<file path="src/broyden_rank1_stiffness_update_defines.svh">
// Assertion macros shared by the stiffness update modules.
// Each macro expects signals named clk and rst in the using module.
`ifndef BROYDEN_RANK1_STIFFNESS_UPDATE_DEFINES_SVH
`define BROYDEN_RANK1_STIFFNESS_UPDATE_DEFINES_SVH

// Same-cycle implication.
`define BRS_ASSERT_IMPL(label, ante, cons, msg) \
  label: assert property (@(posedge clk) disable iff (rst) (ante) |-> (cons)) \
    else $error(msg);

// Next-cycle implication.
`define BRS_ASSERT_NEXT(label, ante, cons, msg) \
  label: assert property (@(posedge clk) disable iff (rst) (ante) |=> (cons)) \
    else $error(msg);

`endif

</file>
<file path="src/brs_ram.sv">
// ----------------------------------------------------------------------------
// brs_ram
// Generic single-write, single-read RAM with registered read data.
// ----------------------------------------------------------------------------
module brs_ram #(
  parameter int WIDTH = 32,
  parameter int DEPTH = 64,
  localparam int AW = (DEPTH > 1) ? $clog2(DEPTH) : 1
) (
  input  logic             clk,
  input  logic             we,
  input  logic [AW-1:0]    waddr,
  input  logic [WIDTH-1:0] wdata,
  input  logic             re,
  input  logic [AW-1:0]    raddr,
  output logic [WIDTH-1:0] rdata
);

  logic [WIDTH-1:0] mem [DEPTH];

  always_ff @(posedge clk) begin
    if (we) begin
      mem[waddr] <= wdata;
    end
    if (re) begin
      rdata <= mem[raddr];
    end
  end

endmodule

</file>
<file path="config.mk">
export PLATFORM = sky130hd
export DESIGN_NAME = brs_ram
export DESIGN_NICKNAME = d
export VERILOG_FILES = /design/src/broyden_rank1_stiffness_update_defines.svh /design/src/brs_ram.sv
export SDC_FILE = /design/constraint.sdc
export NUM_CORES = 2
export LEC_CHECK = 0
export ABC_AREA = 1
export BUFFER_PORTS_ARGS = -buffer_cell sky130_fd_sc_hd__buf_2
export CORE_MARGIN = 5
export CORE_UTILIZATION = 25
export CTS_BUF_LIST = sky130_fd_sc_hd__clkbuf_4 sky130_fd_sc_hd__clkbuf_8
export DETAILED_ROUTE_END_ITERATION = 10
export PLACE_DENSITY = 0.36
export SYNTH_ARGS = -nofsm -noshare
export SYNTH_HDL_FRONTEND = slang
export SYNTH_SLANG_ARGS = --single-unit
</file>
<file path="constraint.sdc">
create_clock -name clk -period 8.7 [get_ports clk]
set_input_delay 1.74 -clock clk [delete_from_list [all_inputs] [get_ports clk]]
set_output_delay 1.74 -clock clk [all_outputs]
set_load 0.01 [all_outputs]
</file>
==> summary.md <==
| Metric | Value |
|---|---|
| Hold Path Origin | mem[2][20] |
| Cell at the root of the clock tree | clkbuf_8 |
| Hold buffer count at CTS | 0 |
| IO Count | 79 |
| Cell count after synthesis | 6,769 |
| Family with the most delay on the worst path | buffers and inverters |
| Global-route wire length before repair | 422,000 microns |
| Total instance count after detailed placement | 10,900 |
| Setup_tns | 0 ns |
| Flip-flop and latch count after synthesis | 2,080 |
| Data arrival time of the worst path | 4.93 ns |
| Number of buffer and inverter instances along the worst setup path | 3 |
| Setup CP Type | in2reg |
| Maximum number of buffers from clock root to sink | 4 |
| End point of the worst hold path | rdata[20] |
| Synth area leader | edfxtp_1 |
| Clock buffers created by TritonCTS | 382 |
| Final max-slew violation count | 0 |
| Drt initial violations | 3,968 |
| Worst slew margin relative to its limit | 27.4% |
| Maximum capacitance violations | 0 |
| Syn. warnings | 0 |
| Antenna violations before repair | 22 |
| Worst reg-to-reg path cell count | 8 |
| Syn nets | 6,816 |
| Die Height | 586 microns |
| Clock skew | 0.0704 ns |
| Power Density | 224 nW/um^2 |
| RSZ-0062 raised after global routing | false |
| Core Area | 331,000 sq um |
| Number of distinct library cells after synthesis | 15 |
| Commonest cells post-synth | nand2_1, edfxtp_1, nand3_1, buf_2, clkbuf_1 |
| End of the worst register-to-register path | rdata[3] |
| Cells taking the most area after synthesis | edfxtp_1, nand3_1, nand2_1 |
| Minimum setup slack among reg-to-reg paths | 6.72 ns |
| Port bufs | 78 |
| Setup crit start kind | input port |
| Routed length per instance | 25.9 microns |
| FF-to-FF Start | mem[55][3] |
| Fraction of layout instances using a drive strength above 1 | 12.1% |
| CP dominant cell by count | nand3_1 |
| Post-synth top flop | edfxtp_1 |
| Post-synth EDFFs | 2,080 |
| Clock sink count | 2,080 |
| Synth top area share | 75.2% |
| DR vias/cell | 4.65 |
| Post-synthesis cell area | 83,100 sq um |
| Via count of the first global-routing pass | 53,300 |
| Clk slew on worst S/H paths | 0.06 ns |
| # rows | 211 |
| Most frequent cell after synthesis | nand2_1 |
| Insertion delay of the later-clocked pin in the worst-skew pair | 1.02 ns |
| Drt pass-1 iters | 5 |
| Initial Util | 25.1% |
| Static power due to leakage | 32.9 nW |
| CTS resizes | 0 |
| Gpl congestion | 0.742 |
| Deepest level of the CTS H-tree | 5 |
| Maximum fanout count along the critical path | 66 |
| Upper clock frequency limit | 236 MHz |
| Worst IR Drop VDD | 0.136 mV |
| Cell with the largest stage delay on the worst path | buf_4 |
| Slowest cell delay on critical path | 0.69 ns |
| Result of the run | complete, no violations |
| Critical path capture point type | flop |
| Drt drc | 0 |
| Final HPWL DP | 150,000 microns |
| Fraction of registers with async set or reset after synthesis | 0% |
| Number of nets in the finished design | 6,996 |
| Area delta synth->final | 15.3% |
| Hold Violations, Final | 0 |
| Final number of setup-violating endpoints | 0 |
| Via Count | 53,900 |
| Cells traversed along the worst timing path | buf_8 -> buf_4 -> buf_4 -> nand3_1 -> nand3_1 -> nand3_1 -> nand3_1 -> nand2_1 -> nand2_1 -> nand2_1 |
| Min Clock Period, post-route | 4.23 ns |
| Worst Tran Pin Value | 1.09 ns |
| Overall Global Routing Usage | 17.0% |
| Critical path data required time | 9.40 ns |
| Die width | 586 microns |
| Area of the die | 344,000 sq um |
| Maximum number of pins on one net before global-route repair | 159 |
| Routed Antenna Nets | 0 |
| Register area share after synthesis | 75.2% |
| Post CTS Setup Buffer Count | 0 |
| Final worst path period share | 48.7% |
| Clock tree from TritonCTS | done |
| Aggregate global routing overflow | 0 |
| Final Routed Wirelength | 301,000 microns |
| WHS Path Cells | 8 |
| Type of the tightest min-delay check | reg2reg |
| Fin cells | 11,600 |
| Post-Synthesis Mean Instance Area | 12.3 sq um |
-- layer usage --
| layer | vias up | routed length [microns] | part of all wire (%) | track usage [%] |
|---|---|---|---|---|
| li1 | 24600 | - | - | - |
| met1 | 27600 | 136000 | 45 | 23.2 |
| met2 | 1281 | 144000 | 48 | 28.3 |
| met3 | 453 | 12800 | 4.2 | 2.46 |
| met4 | 18 | 7860 | 2.6 | 4.75 |
| met5 | - | 114 | 0.038 | 0 |
-- flip-flops by register name, summed over array words and instances (netlist names) --
register	count
rdata	32
mem	2048
-- report_power, final --
group	total (mW)	internal [mW]	switching, mW
Clock	8.91	4.74	4.17
Combinational	1.33	0.291	1.04
Sequential	11.2	11.1	0.0375
-- kinds of logic after synthesis --
group	count (synthesis)	share of synthesized area (%)
and+or+nand+nor	4228	22.0
buffers and inverters	461	2.77
DFF	2080	75.2
-- final cells by class --
| type | instances | area [sq um] |
|---|---|---|
| clock buffers | 524 | 6380 |
| repair buffers | 245 | 1900 |
| clock inverters | 142 | 667 |
| fillers | 33900 | 235000 |
| flip-flops and latches | 2080 | 62500 |
| well taps | 4366 | 5460 |
| diodes | 3 | 7.51 |
| multi-input cells | 4228 | 18800 |
| inverters | 12 | 86.3 |
-- how the worst max path moves through the flow --
stage,to,cells past startpoint,from
detailed placement,rdata[14],10,raddr[1]
finish,rdata[14],10,raddr[1]
floorplan,mem[48][0],3,we
global placement,rdata[14],10,raddr[1]
CTS,rdata[14],10,raddr[1]
global route,rdata[14],10,raddr[1]
-- tightest hold or removal path: cells and delay by family, from the launching register on --
kind             cells  cell delay (ns)
DFF                  1             0.32
and+or+nand+nor      8             0.45
-- stage by stage --
step                setup slack (ns)  area (sq um)  total power, mW  hold slack [ns]  utilization [%]
floorplan                       2.83         83100             12.0            0.797                -
global placement                3.39         88700             12.7            0.871             26.8
detailed placement              3.37         88700             12.7            0.877             26.8
CTS                             4.46         95700             21.7            0.889             29.0
global route                    4.37         95700             22.3            0.961             29.0
finish                          4.47         95700             21.4            0.877             29.0
-- layout by cell type, fill, tap and decap left out, types with 5 or more instances in the layout --
| master | synthesis | layout |
|---|---|---|
| nand4_1 | 9 | 9 |
| buf_12 | 0 | 17 |
| nor4_2 | 0 | 8 |
| clkinv_1 | 0 | 103 |
| nand3_1 | 1907 | 1907 |
| edfxtp_1 | 2080 | 2080 |
| inv_6 | 0 | 7 |
| inv_1 | 9 | 6 |
| nor2_4 | 0 | 56 |
| inv_8 | 0 | 5 |
| buf_4 | 45 | 151 |
| nand2_1 | 2248 | 2248 |
| clkbuf_8 | 0 | 392 |
| clkinv_2 | 0 | 24 |
| clkbuf_4 | 0 | 133 |
| buf_2 | 282 | 73 |
Note: power is estimated with default switching activity, not from simulation.
