`src/broyden_rank1_stiffness_update_defines.svh`:
```
// Assertion macros shared by the stiffness update modules.
// Each macro expects signals named clk and rst in the using module.
`ifndef BROYDEN_RANK1_STIFFNESS_UPDATE_DEFINES_SVH
`define BROYDEN_RANK1_STIFFNESS_UPDATE_DEFINES_SVH

// Same-cycle implication.
`define BRS_ASSERT_IMPL(label, ante, cons, msg) \
  label: assert property (@(posedge clk) disable iff (rst) (ante) |-> (cons)) \
    else $error(msg);

// Next-cycle implication.
`define BRS_ASSERT_NEXT(label, ante, cons, msg) \
  label: assert property (@(posedge clk) disable iff (rst) (ante) |=> (cons)) \
    else $error(msg);

`endif

```
`src/brs_pkg.sv`:
```
// ----------------------------------------------------------------------------
// brs_pkg
// Types and fixed widths of the rank-one stiffness update.
// ----------------------------------------------------------------------------
package brs_pkg;

  localparam int FIELD_W   = 32;
  localparam int FRAC_BITS = 16;
  localparam int NN_W      = 66;   // sum of up to eight squared values
  localparam int ACC_W     = 67;   // signed sum of up to eight products
  localparam int R_W       = 52;   // signed residual
  localparam int RMAG_W    = 50;   // residual magnitude
  localparam int RHALF_W   = 25;   // half of the residual magnitude
  localparam int NUM_W     = 98;   // dividend of the term division
  localparam logic [NUM_W-1:0] TERM_LIM = NUM_W'(1) << 62;

  typedef enum logic [1:0] {
    KIND_LOAD_K  = 2'd0,
    KIND_LOAD_V  = 2'd1,
    KIND_COMPUTE = 2'd2
  } kind_t;

  typedef enum logic [3:0] {
    S_IDLE,
    S_NORM_MUL,
    S_NORM_ACC,
    S_KD_RD,
    S_KD_MUL,
    S_KD_ACC,
    S_KD_FIN,
    S_EM_RD,
    S_EM_MUL1,
    S_EM_MUL2,
    S_EM_NUM,
    S_EM_DIV,
    S_EM_OUT
  } back_state_t;

  typedef struct packed {
    logic       valid;
    logic [3:0] dim;
  } brs_cmd_t;

endpackage

```
`src/brs_front.sv`:
```
// ----------------------------------------------------------------------------
// brs_front
// Accepts items, writes the matrix and vector stores, queues compute commands.
// ----------------------------------------------------------------------------
`include "broyden_rank1_stiffness_update_defines.svh"

module brs_front #(
  parameter int MAX_DIM = 8,
  parameter int EFF_W = 32,
  localparam int IW = (MAX_DIM > 1) ? $clog2(MAX_DIM) : 1,
  localparam int AW = (MAX_DIM * MAX_DIM > 1) ? $clog2(MAX_DIM * MAX_DIM) : 1
) (
  input  logic                            clk,
  input  logic                            rst,
  input  logic                            push,
  output logic                            full,
  input  logic [1:0]                      kind,
  input  logic [2:0]                      row,
  input  logic [2:0]                      col,
  input  logic [31:0]                     stiffness_value,
  input  logic [31:0]                     disp_value,
  input  logic [31:0]                     force_value,
  input  logic                            cfg_write,
  input  logic [3:0]                      cfg_data,
  input  logic                            back_busy,
  input  logic                            cmd_take,
  output brs_pkg::brs_cmd_t               cmd,
  output logic                            ram_we,
  output logic [AW-1:0]                   ram_waddr,
  output logic [EFF_W-1:0]                ram_wdata,
  output logic [MAX_DIM-1:0][EFF_W-1:0]   d_vec,
  output logic [MAX_DIM-1:0][EFF_W-1:0]   f_vec
);

  logic       accept;
  logic       row_ok;
  logic       col_ok;
  logic       vec_we;
  logic       cmd_push;
  logic [3:0] dimension;
  logic [3:0] dim_eff;

  assign full      = cmd.valid | back_busy;
  assign accept    = push & ~full;
  assign row_ok    = {1'b0, row} < 4'(MAX_DIM);
  assign col_ok    = {1'b0, col} < 4'(MAX_DIM);
  assign ram_waddr = AW'(32'(row) * MAX_DIM + 32'(col));
  assign ram_wdata = stiffness_value[EFF_W-1:0];

  // Clamp the dimension into 1..MAX_DIM.
  assign dim_eff = (dimension == 4'd0) ? 4'd1 :
                   (dimension > 4'(MAX_DIM)) ? 4'(MAX_DIM) : dimension;

  always_comb begin
    ram_we   = 1'b0;
    vec_we   = 1'b0;
    cmd_push = 1'b0;
    unique case (kind)
      brs_pkg::KIND_LOAD_K:  ram_we   = accept & row_ok & col_ok;
      brs_pkg::KIND_LOAD_V:  vec_we   = accept & row_ok;
      brs_pkg::KIND_COMPUTE: cmd_push = accept;
      default: ;
    endcase
  end

  always_ff @(posedge clk) begin
    if (rst) begin
      dimension <= 4'd8;
      cmd.valid <= 1'b0;
      cmd.dim   <= 4'd1;
    end else begin
      if (cfg_write) begin
        dimension <= cfg_data;
      end
      if (cmd_push) begin
        cmd.valid <= 1'b1;
        cmd.dim   <= dim_eff;
      end else if (cmd_take) begin
        cmd.valid <= 1'b0;
      end
    end
  end

  always_ff @(posedge clk) begin
    if (vec_we) begin
      d_vec[row[IW-1:0]] <= disp_value[EFF_W-1:0];
      f_vec[row[IW-1:0]] <= force_value[EFF_W-1:0];
    end
  end

  `BRS_ASSERT_NEXT(a_compute_queued, accept && kind == brs_pkg::KIND_COMPUTE, cmd.valid, "compute transaction not queued")

endmodule

```
`config.mk`:
```
export PLATFORM = sky130hd
export DESIGN_NAME = brs_front
export DESIGN_NICKNAME = d
export VERILOG_FILES = /design/src/brs_pkg.sv /design/src/brs_front.sv
export VERILOG_INCLUDE_DIRS = /design/src /design/src/src
export SDC_FILE = /design/constraint.sdc
export NUM_CORES = 1
export LEC_CHECK = 0
export BUFFER_PORTS_ARGS = -buffer_cell sky130_fd_sc_hd__buf_4
export CAP_MARGIN = 0
export CORE_AREA = 2 2 260 262
export DETAILED_ROUTE_END_ITERATION = 6
export DIE_AREA = 0 0 262 264
export SLEW_MARGIN = 30
export SYNTH_ARGS = -nofsm -noshare
export SYNTH_HDL_FRONTEND = slang
export SYNTH_SLANG_ARGS = --single-unit
```
`constraint.sdc`:
```
create_clock -name clk -period 7.6 [get_ports clk]
set_clock_uncertainty 0.1 [all_clocks]
set_input_delay 1.14 -clock clk [delete_from_list [all_inputs] [get_ports clk]]
set_output_delay 1.14 -clock clk [all_outputs]
set_load 0.05 [all_outputs]
```
==> run_results.csv, run 1 <==
group,metric,value,unit
run_status,status,"completed",
yosys,yosysSeqAreaShare,96.43,%
power,p_seq_share,53.7,%
power,p_int,4.721,mW
yosys,yosysWarnings,0,
critical_path,worst_path_max_delay_cell,"buf_4",
clock_network,clock_path_buffers,3,
power,total_power,5.925,mW
grt,grt_pass1_vias,8249,
layout,nets,1347,
drt,ant_nets,0,
grt,grt_max_degree,41,
critical_path,startpoint_type,"primary input",
sta,fin_crit_sh,43.75,%
yosys,synth_area,16130,um2
place,globalplace.congestion,0.7736,
sta,setup_violations,0,
place,port_buffers,600,
floorplan,dieArea,69170,um2
sta,fin_hold_ws,396.8,ps
min_path,min_path_type,"flop to flop",
grt,antenna_found_initial,2,
place,dpl_worst_slack,3328,ps
critical_path,r2r_start,"cmd[4]$_SDFFE_PP0P_",
critical_path,end_kind,"flop",
layout,final_cells,2151,
clock_network,cts_sinks,521,
critical_path,rr_worst_depth,5,
grt,grt_overflow,0,
critical_path,crit_type,"primary input to flop",
yosys,syn_inst,604,
min_path,holdPathStages,2,
yosys,synth_largest_area_cell,"edfxtp_1",
drt,drtIter0Drc,578,
critical_path,crit_chain,"buf_4 > nor4b_2 > nand3b_1 > nor2_4 > buf_16 > buf_4",
drt,vias,8380,
power,ir_drop,0.2252,mV
yosys,yosys_register_bits,521,
critical_path,crit_fanout,37,
clock_network,cts_max_level,2,
grt,grt_pass1_wl,60.39,mm
flow_run,maxCapViolCount,0,
power,clockPowerShare,43.0,%
place,place_inst,2052,
drt,first_pass_iters,6,
yosys,synth_top_area_share,95.31,%
layout,mostFrequentLayoutCell,"buf_4",
clock_network,postCtsResizedCells,0,
clock_network,cts_hold_buf,0,
critical_path,r2r-end,"f_vec[222]$_DFFE_PP_",
critical_path,crit_start,"kind[1]",
place,place_hpwl,31.13,mm
clock_network,cts_setup_buffers,0,
power,leakagePower,8.609,nW
sta,drv_slew,0,
drt,vias_per_cell,3.896,
drt,drcViolationCount,0,
layout,drive_above_1_share,55.17,%
sta,slew_headroom,52.73,%
layout,layout_common_cells,"buf_4 (611), edfxtp_1 (512), clkbuf_16 (53), clkinv_1 (13), clkbuf_1 (10)",
yosys,synth_nets,718,
sta,setup_slack,4275,ps
floorplan,die_w,262,um
critical_path,crit_required,7710,ps
critical_path,cp-endpoint,"f_vec[222]$_DFFE_PP_",
place,dpl-instance-area,21680,um2
sta,worstMarginPinSlew,709.1,ps
power,power_density,252.9,nW/um2
floorplan,start_util,24.23,%
sta,hold_violations,0,
floorplan,rows,95,
sta,period_needed,3325,ps
clock_network,numCtsBuffers,51,
power,p_sw_share,20.32,%
layout,design_area,23430,um2
power,comb_power_share,3.3,%
floorplan,chipHeight,264,um
yosys,synthDistinctLibCells,24,
yosys,syn_avg_cell_area,26.71,um2
clock_network,clk_latency,580,ps
grt,grt_usage,12.16,%
clock_network,cts_tree,"yes",
clock_network,cts.clk_slew.worst_paths,60,ps
critical_path,worst_path_most_repeated_cell,"buf_4",
drt,wl_per_cell,20.74,um
floorplan,io-pin-count,671,
critical_path,slowest_delay,580,ps
sta,rsz0062_at_grt,"no",
floorplan,coreArea,66560,um2
clock_network,clock-root-buffer,"clkbuf_16",
drt,drt_wl_total,44.61,mm
power,power.switching,1.204,mW
yosys,ys_top_cells_by_area,"edfxtp_1 (95%), buf_4 (1.8%), dfxtp_1 (1.1%)",
critical_path,rrSetupSlack,4560,ps
critical_path,critical_path_arrival,3430,ps
layout,fin_util,35.20,%
sta,setup_tns,0,ps
sta,fmax,300.8,MHz
layout,syn_to_final_growth,45.24,%
## metal layers
metal / up-vias / share of wire (%) / GRT usage, %
li1: 3657 / - / -
met1: 4178 / 38 / 13.86
met2: 442 / 50 / 21.04
met3: 103 / 8.1 / 3.598
met4: 0 / 3.9 / 5.222
met5: - / 0 / 0
## registers in the layout, summed over array words and instances (netlist names)
signal and count:
f_vec 256, cmd 5, d_vec 256, dimension 4
## power groups by stage
stage,clock network [mW],registers (mW),logic (mW)
2_1_floorplan,0,3.31,0.0678
3_3_place_gp,0,3.24,0.193
3_5_place_dp,0,3.24,0.197
4_1_cts,2.62,3.18,0.197
5_1_grt,2.73,3.18,0.205
6_report,2.55,3.18,0.194
## logic make-up after synthesis
kind of cell / after synthesis / share of synthesized area [%]
mux: 3 / 0.1862
buf+inv: 40 / 1.815
compound gates: 10 / 0.3878
simple gates: 30 / 1.179
flops: 521 / 96.43
## worst min path at each step
stage,startpoint,end,slack [ps]
final,dimension[0]$_SDFFE_PP0P_,dimension[0]$_SDFFE_PP0P_,400
after floorplan,dimension[0]$_SDFFE_PP0P_,dimension[0]$_SDFFE_PP0P_,350
after global placement,dimension[0]$_SDFFE_PP0P_,dimension[0]$_SDFFE_PP0P_,380
after detailed placement,dimension[0]$_SDFFE_PP0P_,dimension[0]$_SDFFE_PP0P_,380
after global routing,dimension[0]$_SDFFE_PP0P_,dimension[0]$_SDFFE_PP0P_,420
after CTS,dimension[0]$_SDFFE_PP0P_,dimension[0]$_SDFFE_PP0P_,400
## synth_stat cells, drive strengths merged
| library cell | instances |
|---|---|
| nor2b | 2 |
| edfxtp | 512 |
| nor4b | 1 |
| a211o | 2 |
| nand2 | 2 |
| o21ba | 1 |
| and2b | 1 |
| nand2b | 4 |
| nor2 | 9 |
| or2 | 1 |
| nor3 | 2 |
| nand3 | 2 |
| nand3b | 1 |
| or3b | 1 |
| o21ai | 3 |
| dfxtp | 9 |
| nor3b | 1 |
| mux2i | 3 |
| nand4b | 2 |
| buf | 38 |
| nor4 | 1 |
| clkbuf | 2 |
| a21oi | 4 |
## final cells by class
class | instances | area, um2
multi-input cells | 43 | 337.8
flip-flops and latches | 521 | 15550
clock buffers | 63 | 1364
clock inverters | 33 | 350.3
repair buffers | 616 | 4725
well taps | 873 | 1092
diodes | 2 | 5.005
fillers | 6194 | 43140
## critical path: cells and delay by family
| kind | cells | cell delay [ps] |
|---|---|---|
| AND/OR/NAND/NOR | 3 | 1280 |
| buffers and inverters | 3 | 920 |
No activity file was read; power rests on OpenSTA's default activity.
==> inputs of run 2 (changes only) <==
- ABC_AREA: unset -> 1
- CORE_AREA: 2 2 260 262 -> 2 2 264 266
- DIE_AREA: 0 0 262 264 -> 0 0 266 268
- clock period: 7.6 -> 2.8 ns (I/O delays scaled with it)
==> run_results.csv, run 2 <==
group,metric,value,unit
run_status,status,"completed",
grt,grt_overflow,0,
sta,setup_violations,0,
yosys,yosys.area_share.xor_xnor,0,%
clock_network,numCtsBuffers,53,
yosys,yosysSeqAreaShare,96.35,%
floorplan,dieArea,71290,um2
layout,drive_above_1_share,51.46,%
yosys,synth_mux_area_share,0,%
critical_path,rr_worst_depth,6,
flow_run,maxCapViolCount,0,
clock_network,cts_max_level,2,
floorplan,io-pin-count,671,
layout,nets,1437,
sta,rsz0062_at_grt,"no",
place,place_inst,2083,
power,leakagePower,8.913,nW
yosys,synth_area,16140,um2
sta,setup_tns,0,ps
clock_network,cts_sinks,521,
floorplan,rows,96,
drt,drcViolationCount,0,
yosys,synth_fa_ha_area_share,0,%
layout,fin_util,35.31,%
yosys,synth_top_area_share,95.23,%
layout,syn_to_final_growth,49.21,%
critical_path,rrSetupSlack,740,ps
layout,n_fill_cell,6384,
grt,grt_max_degree,65,
critical_path,crit_fanout,3,
critical_path,worst_path_max_delay_cell,"dfxtp_1",
critical_path,end_kind,"primary output",
clock_network,clk_latency,580,ps
critical_path,r2r-end,"d_vec[96]$_DFFE_PP_",
layout,multi_input_area,311.5,um2
place,port_buffers,600,
clock_network,cts.clk_slew.worst_paths,60,ps
yosys,syn_avg_cell_area,25.75,um2
critical_path,crit_chain,"nor2_4 > nand2_2 > nor3_1 > buf_4",
clock_network,cts_tree,"yes",
drt,ant_nets,0,
min_path,min_path_type,"primary input to flop",
floorplan,coreArea,68230,um2
yosys,yosys_register_bits,521,
drt,drtIter0Drc,816,
critical_path,startpoint_type,"flop",
layout,regArea,15550,um2
yosys,synthDistinctLibCells,15,
sta,fmax,483.7,MHz
drt,wl_per_cell,19.78,um
yosys,synth_common_cells,"edfxtp_1 (512), buf_4 (38), nor2_1 (21)",
yosys,synth_compound_gate_area_share,0.2480,%
layout,mostFrequentLayoutCell,"buf_4",
yosys,synth_nets,741,
yosys,ys.flop_type,"edfxtp_1",
sta,period_needed,2067,ps
floorplan,chipHeight,268,um
critical_path,crit_required,2280,ps
clock_network,clock_path_buffers,3,
yosys,async_flop_share,0,%
place,globalplace.congestion,0.7750,
floorplan,die_w,266,um
grt,grt_pass1_wl,60.57,mm
sta,slew_headroom,65.18,%
grt,grt_usage,11.61,%
min_path,holdPathStages,3,
min_path,hold_end,"dimension[2]$_SDFFE_PP0P_",
critical_path,slowest_delay,350,ps
critical_path,crit_type,"flop to primary output",
sta,drv_slew,0,
floorplan,start_util,23.66,%
critical_path,r2r_start,"cmd[4]$_SDFFE_PP0P_",
drt,first_pass_iters,6,
yosys,synth_top_family_by_area,"buffers and inverters",
layout,final_cells,2249,
yosys,synth-edff-count,512,
sta,fin_crit_sh,73.83,%
clock_network,clock-root-buffer,"clkbuf_16",
yosys,syn_inst,627,
yosys,yosysWarnings,0,
yosys,synth_largest_area_cell,"edfxtp_1",
grt,grt_pass1_vias,8812,
drt,vias,8783,
yosys,yosysMostFrequentCell,"edfxtp_1",
power,ir_drop,0.5106,mV
grt,antenna_found_initial,1,
drt,vias_per_cell,3.905,
layout,layout_common_cells,"buf_4 (602), edfxtp_1 (512), dlygate4sd3_1 (67), clkbuf_16 (54), nand2_1 (15)",
min_path,hp-start,"cfg_data[2]",
yosys,ys_top_cells_by_area,"edfxtp_1 (95%), buf_4 (1.8%), dfxtp_1 (1.1%)",
yosys,synthSimpleGateAreaFrac,1.310,%
place,place_hpwl,29.43,mm
power,power_density,664.5,nW/um2
sta,worstMarginPinSlew,522.3,ps
critical_path,critical_path_arrival,1550,ps
sta,fin_hold_ws,56.45,ps
sta,hold_violations,0,
drt,drt_wl_total,44.48,mm
clock_network,cts_setup_buffers,0,
==> run 2: cell types whose count changed after synthesis, sizes merged, moves of 3 or more <==
cell    before  now
nand2        2   16
inv          0   14
mux2i        3    0
nor2         9   24
nand2b       4    0
==> run 2: cell families (layout without fill, tap and decap cells) <==
group | Yosys count | in the layout
simple gates | 46 | 46
compound gates | 8 | 8
other cells | 0 | 1
flops | 521 | 521
buf+inv | 52 | 791
==> run 2: layout make-up <==
cell class	count	area share, %
flip-flops and latches	521	64.57
repair buffers	679	22.38
clock buffers	69	5.885
well taps	882	4.581
multi-input cells	54	1.293
clock inverters	29	1.065
inverters	14	0.2181
diodes	1	0.01039
==> run 2: critical path: cells and delay by family (launching register included) <==
family | cells | cell delay, ps
buffers and inverters | 1 | 230
flip-flops | 1 | 350
AND/OR/NAND/NOR | 3 | 390
==> run 2: how the worst max path moves through the flow <==
stage,from,to,slack (ps),depth (start not counted)
after CTS,cmd[4]$_SDFFE_PP0P_,ram_we,680,4
final,cmd[4]$_SDFFE_PP0P_,ram_we,730,4
after floorplan,cmd[4]$_SDFFE_PP0P_,d_vec[0]$_DFFE_PP_,-450,5
after global routing,cmd[4]$_SDFFE_PP0P_,f_vec[201]$_DFFE_PP_,650,6
after global placement,back_busy,d_vec[207]$_DFFE_PP_,580,7
after detailed placement,back_busy,d_vec[124]$_DFFE_PP_,550,7
==> run 2: per-layer routing <==
metal  routed length, um  track usage (%)  vias up
li1                    -                -     3820
met1               17010            13.25     4412
met2               22510            20.30      461
met3                3396            3.436       90
met4                1567            4.904        0
met5                   0                0        -
==> run 2: what timing repair did <==
action,CTS,global route
resized for setup,0,0
hold buffers,67,0
hold endpoints to repair,485,0
==> run 2: power by group <==
group	total [mW]	internal [mW]	leakage (nW)	switching, mW
logic	0.620	0.211	3.43	0.408
clock network	6.75	3.86	0.805	2.89
registers	8.64	8.62	4.68	0.0192
==> run 2: stage by stage <==
| step | worst slack [ps] | power, mW | cell area (um2) |
|---|---|---|---|
| 3_5_place_dp | 550.1 | 9.353 | 21740 |
| 4_1_cts | 677.0 | 16.19 | 24090 |
| 6_report | 732.7 | 16.01 | 24090 |
| 3_3_place_gp | 581.9 | 9.342 | 21740 |
| 5_1_grt | 652.7 | 16.52 | 24090 |
| 2_1_floorplan | -445.8 | 9.166 | 16160 |
